--- config.mk ---
export PLATFORM = sky130hd
export DESIGN_NAME = sbus_frame_receiver_unit
export DESIGN_NICKNAME = d
export VERILOG_FILES = /design/src/hdl/sfr_pkg.sv /design/src/hdl/sbus_frame_receiver_unit.sv
export SDC_FILE = /design/constraint.sdc
export NUM_CORES = 1
export LEC_CHECK = 0
export BUFFER_PORTS_ARGS = -buffer_cell sky130_fd_sc_hd__buf_4
export CORE_MARGIN = 1.5
export CORE_UTILIZATION = 40
export DETAILED_ROUTE_END_ITERATION = 8
export PLACE_DENSITY = 0.65
export SYNTH_ARGS = -nofsm -noshare
export SYNTH_HDL_FRONTEND = slang
export SYNTH_SLANG_ARGS = --single-unit
--- constraint.sdc ---
create_clock -name clk -period 13.25 [get_ports clk]
set_input_delay 0.6625 -clock clk [delete_from_list [all_inputs] [get_ports clk]]
set_output_delay 0.6625 -clock clk [all_outputs]
set_load 0.1 [all_outputs]
--- src/hdl/sfr_pkg.sv ---
package sfr_pkg;

	// Frame layout: a header, 22 channel bytes, a flag byte and a footer.
	localparam int FRAME_BYTES   = 25;
	localparam int STORE_DEPTH   = FRAME_BYTES - 2;
	localparam int CHANNEL_COUNT = 16;
	localparam int CHANNEL_W     = 11;
	localparam int DATA_BYTES    = STORE_DEPTH - 1;
	localparam int DATA_W        = DATA_BYTES * 8;
	localparam int POS_W         = 5;
	localparam int INDEX_W       = 4;
	localparam int OFFSET_W      = 8;

	localparam logic [7:0] HEADER_BYTE = 8'h0F;
	localparam logic [7:0] FOOTER_ZERO = 8'h00;
	localparam logic [3:0] FOOTER_NIB  = 4'h4;
	localparam logic [POS_W-1:0] FINAL_POS = POS_W'(FRAME_BYTES - 1);
	localparam logic [INDEX_W-1:0] LAST_INDEX = INDEX_W'(CHANNEL_COUNT - 1);

	typedef logic [7:0] byte_t;
	typedef logic [POS_W-1:0] pos_t;
	typedef logic [INDEX_W-1:0] chan_idx_t;
	typedef logic [CHANNEL_W-1:0] chan_val_t;

	// A footer is a zero byte or any byte whose low nibble is four.
	function automatic logic is_footer(input byte_t b);
		return (b == FOOTER_ZERO) || (b[3:0] == FOOTER_NIB);
	endfunction

endpackage

--- src/hdl/sbus_frame_receiver_unit.sv ---
// When a good footer is taken the snapshot and busy flag are registered; the sixteen
// channel requests then leave the result register one per cycle while output is free.
// Throughput: one byte per cycle; the input stalls only when the final byte of a frame
// arrives while the sixteen requests of the previous frame are still being emitted.
// Reset (arst_n low, asynchronous) returns to waiting for a header, with the previous
// byte taken as a footer and no results pending.
module sbus_frame_receiver_unit
	import sfr_pkg::*;
(
	input  logic             clk,
	input  logic             arst_n,
	input  logic             in_valid,
	output logic             in_stall,
	input  logic [7:0]       rx_byte,
	output logic             out_valid,
	input  logic             out_stall,
	output logic [3:0]       channel_index,
	output logic [10:0]      channel_value,
	output logic             digital_ch17,
	output logic             digital_ch18,
	output logic             frame_lost,
	output logic             failsafe_active,
	output logic             last_channel
);

	pos_t              pos_q;
	byte_t             prev_q;
	byte_t             store_q [STORE_DEPTH];
	logic [DATA_W-1:0] snap_q;
	logic [3:0]        flags_q;
	logic              busy_q;
	chan_idx_t         ch_q;
	logic              out_valid_q;
	chan_idx_t         out_index_q;
	chan_val_t         out_value_q;
	logic [3:0]        out_flags_q;
	logic              out_last_q;

	logic              in_accept;
	logic              at_final;
	logic              start_frame;
	logic              frame_good;
	logic              out_load;
	logic [DATA_W-1:0] data_bits;
	logic [OFFSET_W-1:0] bit_offset;

	// The final byte cannot be taken while the last frame's results are still draining.
	assign at_final    = (pos_q >= FINAL_POS);
	assign in_stall    = at_final && busy_q;
	assign in_accept   = in_valid && !in_stall;
	assign start_frame = (pos_q == '0) && (rx_byte == HEADER_BYTE) && is_footer(prev_q);
	assign frame_good  = at_final && is_footer(rx_byte);

	// The stored channel bytes, flattened with the first byte in the lowest bits.
	always_comb begin
		for (int i = 0; i < DATA_BYTES; i++) begin
			data_bits[i*8 +: 8] = store_q[i];
		end
	end

	// Position counter and previous byte.
	always_ff @(posedge clk or negedge arst_n) begin
		if (!arst_n) begin
			pos_q  <= '0;
			prev_q <= FOOTER_ZERO;
		end else if (in_accept) begin
			prev_q <= rx_byte;
			if (pos_q == '0) begin
				if (start_frame) begin
					pos_q <= pos_t'(1);
				end
			end else if (at_final) begin
				pos_q <= '0;
			end else begin
				pos_q <= pos_q + pos_t'(1);
			end
		end
	end

	// Frame store for the channel bytes and the flag byte; the header is not kept.
	always_ff @(posedge clk) begin
		if (in_accept && (pos_q != '0) && !at_final) begin
			store_q[pos_q - pos_t'(1)] <= rx_byte;
		end
	end

	// Snapshot of a good frame, so that the next frame can be stored meanwhile.
	always_ff @(posedge clk) begin
		if (in_accept && frame_good) begin
			snap_q  <= data_bits;
			flags_q <= store_q[STORE_DEPTH-1][3:0];
		end
	end

	assign out_load   = !out_valid_q || !out_stall;
	assign bit_offset = OFFSET_W'(ch_q) * OFFSET_W'(CHANNEL_W);

	// Emission counter over the sixteen channels of the snapshot.
	always_ff @(posedge clk or negedge arst_n) begin
		if (!arst_n) begin
			busy_q      <= 1'b0;
			ch_q        <= '0;
			out_valid_q <= 1'b0;
		end else begin
			if (out_load) begin
				out_valid_q <= busy_q;
				if (busy_q) begin
					ch_q <= ch_q + chan_idx_t'(1);
					if (ch_q == LAST_INDEX) begin
						busy_q <= 1'b0;
					end
				end
			end
			if (in_accept && frame_good) begin
				busy_q <= 1'b1;
				ch_q   <= '0;
			end
		end
	end

	// Result register.
	always_ff @(posedge clk) begin
		if (out_load && busy_q) begin
			out_index_q <= ch_q;
			out_value_q <= snap_q[bit_offset +: CHANNEL_W];
			out_flags_q <= flags_q;
			out_last_q  <= (ch_q == LAST_INDEX);
		end
	end

	assign out_valid       = out_valid_q;
	assign channel_index   = out_index_q;
	assign channel_value   = out_value_q;
	assign digital_ch17    = out_flags_q[0];
	assign digital_ch18    = out_flags_q[1];
	assign frame_lost      = out_flags_q[2];
	assign failsafe_active = out_flags_q[3];
	assign last_channel    = out_last_q;

endmodule

==> results.toml, run 1 <==
[outcome]
status = "complete, no violations"

[floorplan]
fp-row-count = 68
io_pins = 34
die_area_um2 = 36500
start_util_pct = 40.8
die_w_um = 191
core_um2 = 34600
die_y_um = 191

[sta]
slew_violations = 0
rsz0062_at_grt = "no"
fmax_mhz = 343
hold_violations = 0
tightest_slew_ns = 1.17
finalSetupViolations = 0
slew_headroom_pct = 22.0
fin_crit_ns = 2.92
tns_ns = 0
period_share_pct = 22.0
skew_ns = 0.0133

[global_routing]
overflow = 0
grt_pass1_wl_um = 40700
antenna_found_initial = 0
grt_max_degree = 186
grt_pass1_vias = 6166
grt_use_total_pct = 15.5

[yosys]
synth-simple-area-share_pct = 2.46
ys_seq_area_share_pct = 84.1
synth_top_family_by_area = "multiplexers"
synth_fa_ha_area_share_pct = 0.531
synthMuxAreaShare_pct = 8.49
ys_ff_latch = 399
syn_area_um2 = 14100
yosysUniqueCellTypes = 48
synth_edf_count = 380
synthFlopType = "edfxtp_1"
synth-xor-area-share_pct = 0.186
synth_top_area_cell = "edfxtp_1"
synth.area.top_cells = "edfxtp_1 81%, mux4_2 4.6%, dfrtp_1 3.4%"
ys_warn_count = 0
synthCells = 642
synth_compound_area_share_pct = 2.77
syn_nets = 660
synth_area_per_cell_um2 = 22.0
synth_top_area_share_pct = 80.8
async_reset_ff_share_pct = 4.76

[detailed_routing]
drt_first_pass_iters = 5
drc = 0
wl_um = 27600
wire_per_inst_um = 23.4
drt_iter0_drc = 641
ant_nets = 0
via_count = 6149
via_per_inst = 5.21

[critical_path]
r2r_slack_ns = 10.33
start_kind = "flop"
endpoint_kind = "flop"
critPathKind = "flop to flop"
cp.arrival_ns = 3.06
worstPathMaxFanout = 10
critPathRequiredTime_ns = 13.39

[cts]
htreeDepth = 2
ctsLongestPathBuffers = 3
cts_buffers = 40
clk_latency_ns = 0.52
cts_setup_buffers = 0
clk_pin_slew_ns = 0.06
cts_resized = 0
cts_tree = "done"
cts_hold_buffers = 0
cts_num_sinks = 399
root_buffer = "clkbuf_16"

[cells_and_area]
diodes = 0
layout_commonest_cell = "edfxtp_1"
layout-drive-gt1-share_pct = 19.6
syn2layout_area_growth_pct = 13.9
nets = 713
layout_common_cells = "380 x edfxtp_1, 41 x clkbuf_16, 36 x nor2_1"
finalInstanceArea_um2 = 16100
fillCellCount = 2797
instances_no_fill = 1181

[min_path]
hp-class = "primary input to async pin"

[pwr]
cellPowerDensity_nw_per_um2 = 191
power_w = 0.00308
ir_drop_mv = 0.123
p_leak_nw = 5.05

[placement]
dpl_cell_area_um2 = 14800
dp.cells = 1108
portBuffers = 33
gp_congestion = 0.754
dpl.hpwl_um = 15800

[job]
maxCapViolCount = 0
[flip-flops by register name, indices dropped and copies added, names as in the netlist]
signal / cells
busy_q: 1
ch_q: 4
channel_index: 4
channel_value: 11
flags_q: 4
last_channel: 1
out_flags_q: 4
out_valid: 1
pos_q: 5
prev_q: 8
snap_q: 176
store_q: 180
[cells in the mapped netlist (3+ instances only)]
cell	n
ha_1	6
nand3_1	4
mux4_1	4
a21o_1	3
buf_6	5
o21ai_1	12
a22oi_1	11
clkbuf_1	6
buf_2	9
mux2_2	9
inv_1	7
a21oi_1	4
nand2_1	14
mux4_2	29
dfrtp_1	19
nor2_1	36
buf_4	4
mux2i_1	34
edfxtp_1	380
a32oi_1	11
[worst paths after layout]
kind,startpoint,to,cells past startpoint
min in group clk,store_q[20][6],snap_q[166],0
hold reg to reg,store_q[20][6],snap_q[166],0
max in group asynchronous,arst_n,ch_q[1],1
setup / recovery,pos_q[0],store_q[14][3],6
hold / removal,arst_n,ch_q[2],1
setup reg to reg,pos_q[0],store_q[14][3],6
[layout make-up]
class	instances	area, µm²	share of cell area (%)
sequential	399	11900	73.9
multi-input combinational	211	2050	12.7
timing repair buffer	36	283	1.76
clock buffer	49	1070	6.62
clock inverter	24	211	1.31
tap	455	569	3.54
inverter	7	26.3	0.163
[layer usage]
metal	up-vias	track usage [%]	routed length (µm)
met5	-	0	0
met4	0	4.06	487
met3	37	3.62	1980
met2	216	24.4	13100
met1	3180	21.8	12100
li1	2716	-	-
[per-stage QoR]
step	setup WS (ns)	util (%)	hold slack, ns
floorplan	7.21	-	0.367
global placement	10.33	42.8	0.400
detailed placement	10.31	42.8	0.405
CTS	10.31	46.5	0.0246
global route	10.09	46.5	0.0253
finish	10.33	46.5	0.0267
[worst max-delay path: stages, from the launching register on]
cell and delay (ns):
dfrtp_1 0.50, inv_1 0.16, ha_1 0.24, nor4b_2 0.17, and3b_1 0.41, nand2_1 0.29, nor2_1 0.77
[power breakdown]
part           switching, W  internal (W)
logic              0.000326      0.000170
clock network      0.000451      0.000634
registers         0.0000386       0.00145
[logic make-up (layout without fill, tap and decap cells)]
group	count (synthesis)	after routing
AOI/OAI and AO/OA	55	55
xor gates and xnor gates	3	3
adders and majority gates	6	6
buffers and inverters	32	116
DFF	399	399
muxes	76	76
and+or+nand+nor	71	71
No activity file was read; power rests on OpenSTA's default activity.
==> run 2: changes to the inputs <==
Clock period 13.25 ns to 2.7 ns, I/O delays scaled along.
==> results.toml, run 2 (synthesis results as in run 1) <==
[outcome]
status = "complete, no violations"

[sta]
fin_crit_ns = 2.52
rsz0062_at_grt = "no"
tightest_slew_ns = 0.919
skew_ns = 0.0153
hold_violations = 0
slew_headroom_pct = 38.6
period_share_pct = 93.3
fin_ws_ns = 0.180
slew_violations = 0
finalSetupViolations = 0
fmax_mhz = 397

[cts]
cts_setup_buffers = 0
htreeDepth = 2
clk_latency_ns = 0.52
clk_pin_slew_ns = 0.06
cts_num_sinks = 399
cts_hold_buffers = 3
ctsLongestPathBuffers = 3
cts_buffers = 40
cts_resized = 0
root_buffer = "clkbuf_16"
cts_tree = "done"

[detailed_routing]
wl_um = 28200
via_count = 6431
drt_iter0_drc = 705
drc = 0
via_per_inst = 5.25
wire_per_inst_um = 23.0
ant_nets = 0
drt_first_pass_iters = 7

[critical_path]
slowest_stage = "dfrtp_1"
crit_start = "pos_q[0]"
critPathKind = "flop to flop"
worstPathMaxFanout = 10
critPathRequiredTime_ns = 2.87
max_stage_delay_ns = 0.52
cp_num_buf_inv = 1
path_cells = "inv_1 -> ha_1 -> nor4b_2 -> and3b_1 -> nand2_1 -> nor2_1"
worstReg2RegStart = "pos_q[0]"
start_kind = "flop"
critical-path-top-delay-family = "simple AND/OR/NAND/NOR gates"
cp.arrival_ns = 2.69
endpoint_kind = "flop"

[cells_and_area]
layout_common_cells = "380 x edfxtp_1, 76 x buf_4, 41 x clkbuf_16"
syn2layout_area_growth_pct = 16.8
fillCellCount = 2774
top_register = "store_q"
nets = 762
diodes = 0
multiInputGateArea_um2 = 2060
layout_commonest_cell = "edfxtp_1"
final_util_pct = 47.7
regArea_um2 = 11900
largest_reg_flops = 180
layout-drive-gt1-share_pct = 23.7

[pwr]
cellPowerDensity_nw_per_um2 = 920
p_int_w = 0.0112
power_w = 0.0152
power_frac_seq_pct = 48.7
p_sw_w = 0.00403
ir_drop_mv = 0.582
p_leak_nw = 5.31
p_comb_share_pct = 16.8
netSwitchingFraction_pct = 26.5
p_clk_share_pct = 34.5

[floorplan]
start_util_pct = 40.8
core_um2 = 34600
die_w_um = 191
die_y_um = 191
fp-row-count = 68
die_area_um2 = 36500
io_pins = 34

[min_path]
hp-class = "primary input to async pin"

[global_routing]
antenna_found_initial = 0
grt_max_degree = 65
grt_pass1_wl_um = 41800
grt_pass1_vias = 6474
grt_use_total_pct = 16.0
overflow = 0

[placement]
pre_cts_ws_ns = 0.167
portBuffers = 33
gp_congestion = 0.754
dpl.hpwl_um = 17100

[job]
maxCapViolCount = 0
run 2: layout make-up:
| cell class | count | share of cell area (%) |
|---|---|---|
| well taps | 455 | 3.45 |
| inverters | 7 | 0.159 |
| multi-input cells | 211 | 12.5 |
| clock inverters | 17 | 0.940 |
| clock buffers | 52 | 6.59 |
| flip-flops and latches | 399 | 72.0 |
| repair buffers | 85 | 4.37 |
run 2: metal layers:
| layer | share of wire [%] | wire length (µm) | GRT usage (%) | up-vias |
|---|---|---|---|---|
| met4 | 1.3 | 365 | 3.73 | 0 |
| met3 | 7.6 | 2140 | 3.54 | 31 |
| met1 | 42 | 11900 | 22.1 | 3356 |
| li1 | - | - | - | 2804 |
| met2 | 49 | 13800 | 25.8 | 240 |
| met5 | 0 | 0 | 0 | - |
run 2: power by group through the flow:
stage / Combinational (W) / Clock, W / Sequential [W]
after floorplan: 0.00164 / 0 / 0.00754
after global placement: 0.00253 / 0 / 0.00752
after detailed placement: 0.00256 / 0 / 0.00754
after CTS: 0.00258 / 0.00532 / 0.00741
after global routing: 0.00272 / 0.00559 / 0.00744
final: 0.00255 / 0.00524 / 0.00741
run 2: path summary, 6_finish.rpt:
check	to	slack [ns]	cells after the start
max	store_q[22][2]	0.18	6
min	busy_q	0.05	2
max reg2reg	store_q[22][2]	0.18	6
min reg2reg	snap_q[139]	0.41	0
max in group asynchronous	ch_q[0]	2.37	2
min in group clk	store_q[4][7]	0.07	1
run 2: stage by stage:
stage | hold WS, ns | instance area [µm²] | TNS, ns | std cells
floorplan | -0.161 | 14100 | -567.11 | 642
global placement | 0.0535 | 15200 | 0 | 1154
detailed placement | 0.0536 | 15200 | 0 | 1154
CTS | 0.0425 | 16500 | 0 | 1226
global route | 0.0613 | 16500 | 0 | 1226
finish | 0.0540 | 16500 | 0 | 1226
==> run 3: changes to the inputs <==
Clock period 2.7 ns to 2.8 ns, I/O delays scaled along.
==> results.toml, run 3 (synthesis results as in run 1) <==
[cts]
root_buffer = "clkbuf_16"
cts_buffers = 40
clk_latency_ns = 0.52
ctsLongestPathBuffers = 3
clk_pin_slew_ns = 0.06
cts_hold_buffers = 3
cts_resized = 0
cts_tree = "done"
cts_num_sinks = 399
htreeDepth = 2
cts_setup_buffers = 0

[critical_path]
critPathRequiredTime_ns = 3.03
cp.arrival_ns = 2.74
cp_num_buf_inv = 2
worstPathMaxFanout = 10
critPathKind = "flop to flop"
slowest_stage = "dfrtp_1"
critical-path-top-delay-family = "simple AND/OR/NAND/NOR gates"
start_kind = "flop"
max_stage_delay_ns = 0.51
path_cells = "inv_1 -> ha_1 -> nor4b_2 -> and3b_1 -> nand2_1 -> nor2_1 -> buf_4"
endpoint_kind = "flop"

[pwr]
p_sw_w = 0.00387
p_comb_share_pct = 17.2
ir_drop_mv = 0.532
p_clk_share_pct = 34.2
cellPowerDensity_nw_per_um2 = 885
p_leak_nw = 5.26
p_int_w = 0.0107
netSwitchingFraction_pct = 26.6
power_frac_seq_pct = 48.6

[cells_and_area]
layout_common_cells = "380 x edfxtp_1, 67 x buf_4, 41 x clkbuf_16"
fillCellCount = 2790
nets = 754
diodes = 0
final_util_pct = 47.5
multiInputGateArea_um2 = 2060
instances_no_fill = 1219
layout_commonest_cell = "edfxtp_1"
top_register = "store_q"
syn2layout_area_growth_pct = 16.3
regArea_um2 = 11900
largest_reg_flops = 180
layout-drive-gt1-share_pct = 22.8

[sta]
fin_ws_ns = 0.285
fin_crit_ns = 2.51
tightest_slew_ns = 0.869
hold_violations = 0
skew_ns = 0.0167
slew_violations = 0
fmax_mhz = 398
rsz0062_at_grt = "no"
period_share_pct = 89.8
slew_headroom_pct = 41.9
finalSetupViolations = 0

[global_routing]
overflow = 0
grt_max_degree = 46
antenna_found_initial = 0
grt_pass1_vias = 6347
grt_pass1_wl_um = 41200
grt_use_total_pct = 15.7

[floorplan]
die_w_um = 191
fp-row-count = 68
start_util_pct = 40.8
core_um2 = 34600
io_pins = 34
die_y_um = 191
die_area_um2 = 36500

[placement]
portBuffers = 33
pre_cts_ws_ns = 0.302
gp_congestion = 0.756
dp.cells = 1146
dpl.hpwl_um = 16700

[detailed_routing]
wl_um = 27900
drt_iter0_drc = 672
via_count = 6299
ant_nets = 0
drc = 0
wire_per_inst_um = 22.8
via_per_inst = 5.17
drt_first_pass_iters = 5

[outcome]
status = "complete, no violations"

[min_path]
hp-class = "primary input to async pin"

[job]
maxCapViolCount = 0
-- run 3: power groups by stage --
stage | clock network, W | logic [W] | registers, W
detailed placement | 0 | 0.00253 | 0.00719
global placement | 0 | 0.00250 | 0.00719
finish | 0.00497 | 0.00251 | 0.00707
global route | 0.00530 | 0.00268 | 0.00710
CTS | 0.00507 | 0.00253 | 0.00707
floorplan | 0 | 0.00158 | 0.00727
-- run 3: worst paths after layout --
check	depth (start not counted)	slack [ns]	start	to
min in group clk	1	0.07	rx_byte[5]	store_q[4][5]
hold / removal	2	0.06	arst_n	prev_q[1]
setup reg to reg	7	0.29	pos_q[0]	store_q[14][5]
hold reg to reg	0	0.41	store_q[14][7]	snap_q[119]
max in group asynchronous	2	2.48	arst_n	ch_q[1]
setup / recovery	7	0.29	pos_q[0]	store_q[14][5]
-- run 3: routing by layer --
| metal | share of wire [%] | track usage (%) | wire length, µm | vias to the layer above |
|---|---|---|---|---|
| met2 | 48 | 24.6 | 13200 | 233 |
| met4 | 2.0 | 4.66 | 570 | 0 |
| met5 | 0 | 0 | 0 | - |
| li1 | - | - | - | 2783 |
| met3 | 7.4 | 3.58 | 2060 | 41 |
| met1 | 43 | 22.1 | 12000 | 3242 |
-- run 3: cell type report --
class	count	area share (%)
flip-flops and latches	399	72.3
multi-input cells	211	12.5
inverters	7	0.160
repair buffers	77	4.10
well taps	455	3.46
clock buffers	48	6.40
clock inverters	22	1.02
-- run 3: stage by stage --
step	hold WS, ns	cell area (µm²)	setup TNS [ns]	total power [W]
floorplan	-0.156	14100	-548.61	0.00885
global placement	0.0546	15200	0	0.00969
detailed placement	0.0578	15200	0	0.00972
CTS	0.0489	16400	0	0.0147
global route	0.0657	16400	0	0.0151
finish	0.0579	16400	0	0.0145
